## src/hdl/sacrt_pkg.sv

```systemverilog
package sacrt_pkg;

  localparam int SET_COUNT    = 16;
  localparam int WAY_COUNT    = 4;
  localparam int OFFSET_BITS  = 5;
  localparam int ADDRESS_BITS = 19;
  localparam int TAG_BITS     = 10;
  localparam int SET_BITS     = $clog2(SET_COUNT);
  localparam int WAY_BITS     = $clog2(WAY_COUNT);
  localparam int AGE_BITS     = WAY_BITS;
  localparam int LINE_BITS    = 14;
  localparam int CNT_BITS     = 32;

  localparam logic POLICY_LRU  = 1'b0;
  localparam logic POLICY_PLRU = 1'b1;

  typedef struct packed {
    logic                    action;
    logic [ADDRESS_BITS-1:0] byte_address;
  } in_item_t;

  typedef struct packed {
    logic                 hit;
    logic [WAY_BITS-1:0]  way_used;
    logic                 evicted;
    logic [LINE_BITS-1:0] evicted_line;
    logic [CNT_BITS-1:0]  hit_total;
    logic [CNT_BITS-1:0]  access_total;
  } out_item_t;

  // one way of a set as kept in the set memory
  typedef struct packed {
    logic [TAG_BITS-1:0] tag;
    logic                valid;
    logic [AGE_BITS-1:0] age;
    logic                mru;
  } way_ent_t;

  typedef way_ent_t [WAY_COUNT-1:0] set_row_t;

  typedef struct packed {
    logic capture;  // latch item, launch set read
    logic update;   // evaluate, write set back, emit result
  } ctl_cmd_t;

endpackage

```

## src/hdl/set_assoc_cache_replacement_tracker.sv

```systemverilog
// Channel  | Ports                         | Handshake
// ---------+-------------------------------+-----------------------------------
// input    | start, busy, in_item          | taken when start && !busy
// result   | out_strobe, out_item          | one cycle pulse, cannot be held off
// config   | cfg_we, cfg_wdata             | policy_mode written when cfg_we
//
// An item goes through the block in order: first its set row is read from
// the set memory, then tags are compared, the way is picked and the row is
// written back. The result is registered and shows on the cycle after that,
// when busy is already low; a new item is not taken before the write-back.
// Reset (rst_n low, sync) empties every set through per-set row-valid flops;
// no clearing pass is needed. Counters and policy clear to zero (true LRU).
module set_assoc_cache_replacement_tracker import sacrt_pkg::*; (
  input  logic      clk,
  input  logic      rst_n,
  // item in
  input  logic      start,
  output logic      busy,
  input  in_item_t  in_item,
  // policy register
  input  logic      cfg_we,
  input  logic      cfg_wdata,
  // result out
  output logic      out_strobe,
  output out_item_t out_item
);

  ctl_cmd_t cmd;

  // sequencer: idle -> eval -> idle
  sacrt_ctrl u_ctrl (
    .clk   (clk),
    .rst_n (rst_n),
    .start (start),
    .busy  (busy),
    .cmd   (cmd)
  );

  // set memory, lookup, LRU/pLRU update, counters and result register
  sacrt_dpath u_dpath (
    .clk        (clk),
    .rst_n      (rst_n),
    .cmd        (cmd),
    .in_item    (in_item),
    .cfg_we     (cfg_we),
    .cfg_wdata  (cfg_wdata),
    .out_strobe (out_strobe),
    .out_item   (out_item)
  );

endmodule

```

## src/hdl/sacrt_ctrl.sv

```systemverilog
module sacrt_ctrl import sacrt_pkg::*; (
  input  logic     clk,
  input  logic     rst_n,
  input  logic     start,
  output logic     busy,
  output ctl_cmd_t cmd
);

  localparam logic ST_IDLE = 1'b0;
  localparam logic ST_EVAL = 1'b1;

  logic state_r;
  logic state_nxt;

  always_comb begin
    state_nxt = state_r;
    case (state_r)
      ST_IDLE: begin
        if (start) state_nxt = ST_EVAL;
      end
      ST_EVAL: begin
        state_nxt = ST_IDLE;
      end
      default: begin
        state_nxt = ST_IDLE;
      end
    endcase
  end

  always_ff @(posedge clk) begin
    if (!rst_n) begin
      state_r <= ST_IDLE;
    end else begin
      state_r <= state_nxt;
    end
  end

  assign busy        = (state_r != ST_IDLE);
  assign cmd.capture = (state_r == ST_IDLE) && start;
  assign cmd.update  = (state_r == ST_EVAL);

endmodule

```

## src/hdl/sacrt_dpath.sv

```systemverilog
module sacrt_dpath import sacrt_pkg::*; (
  input  logic      clk,
  input  logic      rst_n,
  input  ctl_cmd_t  cmd,
  input  in_item_t  in_item,
  input  logic      cfg_we,
  input  logic      cfg_wdata,
  output logic      out_strobe,
  output out_item_t out_item
);

  set_row_t set_mem [SET_COUNT];

  logic [SET_COUNT-1:0]    row_ok_r;
  logic                    policy_r;
  logic [CNT_BITS-1:0]     hit_cnt_r;
  logic [CNT_BITS-1:0]     acc_cnt_r;
  logic [ADDRESS_BITS-1:0] addr_r;
  set_row_t                rd_row_r;
  logic                    strobe_r;
  out_item_t               out_r;

  logic [SET_BITS-1:0] in_set;
  logic [SET_BITS-1:0] set_idx;
  logic [TAG_BITS-1:0] tag;

  set_row_t             cur_row;
  set_row_t             new_row;
  logic                 hit;
  logic                 found;
  logic                 free_found;
  logic [WAY_BITS-1:0]  hit_way;
  logic [WAY_BITS-1:0]  free_way;
  logic [WAY_BITS-1:0]  vic_way;
  logic [WAY_BITS-1:0]  way;
  logic                 plru_found;
  logic [WAY_BITS-1:0]  plru_way;
  logic [WAY_BITS-1:0]  lru_way;
  logic [AGE_BITS-1:0]  best_age;
  logic                 was_valid;
  logic [AGE_BITS:0]    old_age;
  logic                 all_valid;
  logic                 all_mru;
  logic                 evict;
  logic [CNT_BITS-1:0]  hit_cnt_nxt;
  logic [CNT_BITS-1:0]  acc_cnt_nxt;
  out_item_t            out_nxt;

  assign in_set  = SET_BITS'(in_item.byte_address >> OFFSET_BITS);
  assign set_idx = SET_BITS'(addr_r >> OFFSET_BITS);
  assign tag     = TAG_BITS'(addr_r >> (OFFSET_BITS + SET_BITS));

  always_comb begin
    // a set never written reads as empty
    cur_row = rd_row_r;
    if (!row_ok_r[set_idx]) begin
      for (int w = 0; w < WAY_COUNT; w++) begin
        cur_row[w].valid = 1'b0;
        cur_row[w].age   = '0;
        cur_row[w].mru   = 1'b0;
      end
    end

    // lookup and victim choice
    hit        = 1'b0;
    hit_way    = '0;
    free_found = 1'b0;
    free_way   = '0;
    plru_found = 1'b0;
    plru_way   = '0;
    lru_way    = '0;
    best_age   = '0;
    for (int w = 0; w < WAY_COUNT; w++) begin
      if (!hit && cur_row[w].valid && cur_row[w].tag == tag) begin
        hit     = 1'b1;
        hit_way = WAY_BITS'(w);
      end
      if (!free_found && !cur_row[w].valid) begin
        free_found = 1'b1;
        free_way   = WAY_BITS'(w);
      end
      if (!plru_found && !cur_row[w].mru) begin
        plru_found = 1'b1;
        plru_way   = WAY_BITS'(w);
      end
      if (cur_row[w].age > best_age) begin
        best_age = cur_row[w].age;
        lru_way  = WAY_BITS'(w);
      end
    end
    found   = free_found;
    vic_way = (policy_r == POLICY_PLRU) ? plru_way : lru_way;
    way     = hit ? hit_way : (found ? free_way : vic_way);
    evict   = !hit && !found;

    // touch: ages and MRU bits both tracked
    was_valid = hit || !found;
    old_age   = was_valid ? {1'b0, cur_row[way].age} : (AGE_BITS+1)'(WAY_COUNT);
    new_row   = cur_row;
    for (int w = 0; w < WAY_COUNT; w++) begin
      if (WAY_BITS'(w) != way && cur_row[w].valid && {1'b0, cur_row[w].age} < old_age) begin
        new_row[w].age = cur_row[w].age + AGE_BITS'(1);
      end
    end
    new_row[way].age   = '0;
    new_row[way].tag   = tag;
    new_row[way].valid = 1'b1;
    new_row[way].mru   = 1'b1;
    all_valid = 1'b1;
    all_mru   = 1'b1;
    for (int w = 0; w < WAY_COUNT; w++) begin
      if (!new_row[w].valid) all_valid = 1'b0;
      if (!new_row[w].mru)   all_mru   = 1'b0;
    end
    if (all_valid && all_mru) begin
      for (int w = 0; w < WAY_COUNT; w++) begin
        new_row[w].mru = (WAY_BITS'(w) == way);
      end
    end

    // saturating counters
    acc_cnt_nxt = (&acc_cnt_r) ? acc_cnt_r : acc_cnt_r + CNT_BITS'(1);
    hit_cnt_nxt = (hit && !(&hit_cnt_r)) ? hit_cnt_r + CNT_BITS'(1) : hit_cnt_r;

    out_nxt.hit          = hit;
    out_nxt.way_used     = way;
    out_nxt.evicted      = evict;
    out_nxt.evicted_line = evict ? LINE_BITS'({cur_row[way].tag, set_idx}) : '0;
    out_nxt.hit_total    = hit_cnt_nxt;
    out_nxt.access_total = acc_cnt_nxt;
  end

  // set memory: read on capture, write back on update
  always_ff @(posedge clk) begin
    if (cmd.capture) rd_row_r <= set_mem[in_set];
    if (cmd.update)  set_mem[set_idx] <= new_row;
  end

  always_ff @(posedge clk) begin
    if (cmd.capture) addr_r <= in_item.byte_address;
    if (cmd.update)  out_r  <= out_nxt;
  end

  always_ff @(posedge clk) begin
    if (!rst_n) begin
      row_ok_r  <= '0;
      policy_r  <= POLICY_LRU;
      hit_cnt_r <= '0;
      acc_cnt_r <= '0;
      strobe_r  <= 1'b0;
    end else begin
      if (cfg_we) policy_r <= cfg_wdata;
      strobe_r <= cmd.update;
      if (cmd.update) begin
        row_ok_r[set_idx] <= 1'b1;
        hit_cnt_r         <= hit_cnt_nxt;
        acc_cnt_r         <= acc_cnt_nxt;
      end
    end
  end

  assign out_strobe = strobe_r;
  assign out_item   = out_r;

endmodule

```

## config.mk

```make
export PLATFORM = sky130hd
export DESIGN_NAME = set_assoc_cache_replacement_tracker
export DESIGN_NICKNAME = d
export VERILOG_FILES = /design/src/hdl/sacrt_pkg.sv /design/src/hdl/set_assoc_cache_replacement_tracker.sv /design/src/hdl/sacrt_ctrl.sv /design/src/hdl/sacrt_dpath.sv
export SDC_FILE = /design/constraint.sdc
export NUM_CORES = 1
export LEC_CHECK = 0
export BUFFER_PORTS_ARGS = -buffer_cell sky130_fd_sc_hd__buf_2
export CORE_MARGIN = 1.5
export CORE_UTILIZATION = 53
export DETAILED_ROUTE_END_ITERATION = 16
export GPL_TIMING_DRIVEN = 0
export PLACE_DENSITY = 0.69
export SETUP_SLACK_MARGIN = 0.4
export SYNTH_ARGS = -nofsm -noshare
export SYNTH_HDL_FRONTEND = slang
export SYNTH_SLANG_ARGS = --single-unit
```

## constraint.sdc

```tcl
create_clock -name clk -period 10.55 [get_ports clk]
set_clock_uncertainty 0.05 [all_clocks]
set_input_delay 1.055 -clock clk [delete_from_list [all_inputs] [get_ports clk]]
set_output_delay 1.055 -clock clk [all_outputs]
set_load 0.02 [all_outputs]
```

==> key figures <==
Routing
  – Remaining antenna violation count after routing: 0
  – DRT Wirelength: 112000 µm
  – Via-to-Cell Ratio: just over 6
  – Routed WL per cell: 29.2 µm
  – Routed via count: 23700
  – DR pass1 iterations: 6
  – Residual DRC count: 0
  – DRT iter0 DRCs: 2414

Layout
  – Multi-input logic area: about 11000 µm²
  – Fin cells: 3828
  – Register area: 33100 µm²
  – Synthesis-to-layout area growth: 15.0%
  – Layout cell share with drive strength beyond 1: 0.256
  – Net count, final: approximately 2600
  – Fill cell count: approximately 5800
  – Final instance area: just over 50000 µm²

Setup path
  – Setup crit start kind: flop
  – Arr. time, crit path: between 9000 and 10000 ps
  – CP endpoint kind: flop
  – Critical Path Fanout Max: 16
  – Max stage delay on crit path: 950 ps
  – Worst Path Buf+Inv: 7
  – CP dominant cell by count: ha_1
  – Critical path type: reg2reg
  – Critical Path RT: 10770 ps
  – Top Family by Delay on Critical Path: compound AO/OA/AOI/OAI gates
  – CP max-delay cell: a41oi_1

Global routing
  – Largest net degree at the start of global routing: 67
  – Number of global-route vias before repair: 23800
  – Initial antenna violation count: 3
  – Global Route Usage Sum: 0.263
  – First-pass GRT wire length: around 160000 µm
  – Grt ovf: 0

Logic synthesis
  – Post-synth EDFFs: 1048
  – Top cells by area, synth: edfxtp_1, mux4_2, dfxtp_1
  – Adder-cell share of the synthesized area: 0.00389
  – Library cells used by synthesis: 54
  – Synth Cell Area: 45100 µm²
  – #FFs+latches synth: 1131
  – Compound-Gate Fraction of Synth Area: 0.0163
  – Synth Instances: ~2300
  – Syn nets: between 2000 and 2500
  – Post-Synth XOR/XNOR Area: 0.0295
  – Register area share after synthesis: 0.735
  – Yosys warnings: 0
  – Simple-Gate Fraction of Synth Area: 0.0485
  – Synth top area share: 0.698
  – Dominant synthesized flop cell: edfxtp_1
  – Commonest cells post-synth: edfxtp_1, mux4_2, nand2_1
  – Area leader, netlist: edfxtp_1
  – Mux cell area share after synthesis: 0.154
  – Largest family of logic cells by synthesized area: multiplexers
  – Synth async-reset ratio: 0
  – Most common cell in the netlist: edfxtp_1
  – Avg Synthesized Cell Area: 19.4 µm²

Clock network
  – Root Driver: clkbuf_16
  – H-tree depth: 3
  – TritonCTS sink count: about 1100
  – CTS Buffer Depth: 3
  – CTS Buf Count: approximately 110
  – CTS tree: done
  – Clock transition at path regs: 60 ps
  – # resized after CTS: 0
  – Clk Latency, worst-skew pair: 670 ps
  – CTS Hold Bufs: 0
  – Post-CTS setup buffer count: 0

Power and ir drop
  – Total power: between 9000 and 10000 µW
  – PwrDens: 178 nW/µm²
  – Pleak: 0.0166 µW
  – VDD IR max: 0.168 mV

Floorplan
  – FP Rows: 106
  – Initial core utilization: 0.537
  – Core Region: 84000 µm²
  – Die area: 86800 µm²
  – Chip height: 295 µm
  – I/O pin count: 109
  – Die Width: between 200 and 300 µm

Placement
  – Setup WS pre-CTS: about 1500 ps
  – Area post-placement: slightly below 50000 µm²
  – Gp weighted congestion: 0.909
  – Port bufs: about 100
  – Placed cells: 3629
  – Post-DP HPWL: between 70000 and 80000 µm

Timing
  – Worst Max-Slew Pin Slew: around 1400 ps
  – Setup ws final: 1390 ps
  – Clock period minus worst slack: 9160 ps
  – # setup viols final: 0
  – Slew HR: 0.0370
  – Final period util: 0.868
  – Total Negative Setup Slacks: 0 ps
  – Peak Freq: roughly 110 MHz
  – Fin. max-slew vios: 0
  – RSZ-0062 raised after global routing: false
  – Final hold vios: 0

Status
  – Outcome: completed

Run
  – Maxcap violations: 0

Hold path
  – Worst min-delay path class: reg2reg
[cell usage in the layout, fill, tap and decap left out, types with 19 or more instances in the layout]
cell       instances
and2_1            54
nand3_1           53
clkbuf_16        109
nand2_1          127
clkinv_1          21
buf_6             24
buf_12            28
o21ai_0           27
edfxtp_1        1048
dfxtp_1           82
mux2_2            32
mux4_2           284
buf_2            120
nor2_1            52
xor2_1            29
and3_1            23
clkinv_2          19
nand4_1           36
clkbuf_1         106
inv_1             21
buf_1             23
xnor2_1          123
[cell families after synthesis]
| logic type | after synthesis |
|---|---|
| xor gates and xnor gates | 152 |
| buffers and inverters | 147 |
| adders and majority gates | 14 |
| DFF | 1131 |
| AOI/OAI and AO/OA | 107 |
| and+or+nand+nor | 435 |
| muxes | 333 |
[metal layers]
| metal | GRT usage | part of all wire | vias to the layer above |
|---|---|---|---|
| li1 | - | - | 9902 |
| met1 | 0.370 | 0.40 | 12400 |
| met2 | 0.425 | 0.49 | 1209 |
| met3 | 0.0434 | 0.083 | 184 |
| met4 | 0.0860 | 0.029 | 2 |
| met5 | 0 | 0.00018 | - |
[final cells by class]
type	instances	share of cell area
plain buffers	125	0.00970
clock inverters	62	0.0113
flip-flops and latches	1131	0.639
multi-input cells	1041	0.221
diodes	2	0.0000965
clock buffers	135	0.0549
repair buffers	176	0.0345
well taps	1134	0.0274
inverters	22	0.00164
[per-stage QoR]
stage / hold slack, ps / utilization
CTS: 416 / 0.618
finish: 415 / 0.618
detailed placement: 401 / 0.577
global route: 423 / 0.618
floorplan: 385 / -
global placement: 393 / 0.560
[worst paths after layout]
path / start / endpoint / slack (ps) / cells after the start
setup / recovery: u_dpath.addr_r[7]$_DFFE_PP_ / u_dpath.set_mem[2][1]$_DFFE_PP_ / 1390 / 31
hold / removal: u_dpath.row_ok_r[13]$_SDFFE_PN0P_ / u_dpath.row_ok_r[13]$_SDFFE_PN0P_ / 420 / 1
setup reg to reg: u_dpath.addr_r[7]$_DFFE_PP_ / u_dpath.set_mem[2][1]$_DFFE_PP_ / 1390 / 31
hold reg to reg: u_dpath.row_ok_r[13]$_SDFFE_PN0P_ / u_dpath.row_ok_r[13]$_SDFFE_PN0P_ / 420 / 1
[power by group]
group	switching, µW	internal [µW]
sequential	49.6	4960
combinational	268	176
clock	1630	2150
[registers in the layout (all words and copies together), names as in the netlist]
name                cells
u_dpath.set_mem       896
u_dpath.out_strobe      1
u_dpath.addr_r         14
u_dpath.rd_row_r       16
u_dpath.policy_r        1
u_ctrl.busy             1
u_dpath.out_item       82
u_dpath.acc_cnt_r      32
u_dpath.cur_row        40
u_dpath.hit_cnt_r      32
u_dpath.row_ok_r       16
[worst reg2reg max path, delay by kind of cell (launching register included)]
| kind | cells | cell delay [ps] |
|---|---|---|
| AO/OA/AOI/OAI | 12 | 3950 |
| buffers and inverters | 7 | 1990 |
| adder cells (fa/ha/maj) | 4 | 1150 |
| AND/OR/NAND/NOR | 7 | 1040 |
| flip-flops | 1 | 370 |
| multiplexers | 1 | 210 |
Power figures use the tool's default switching activity.
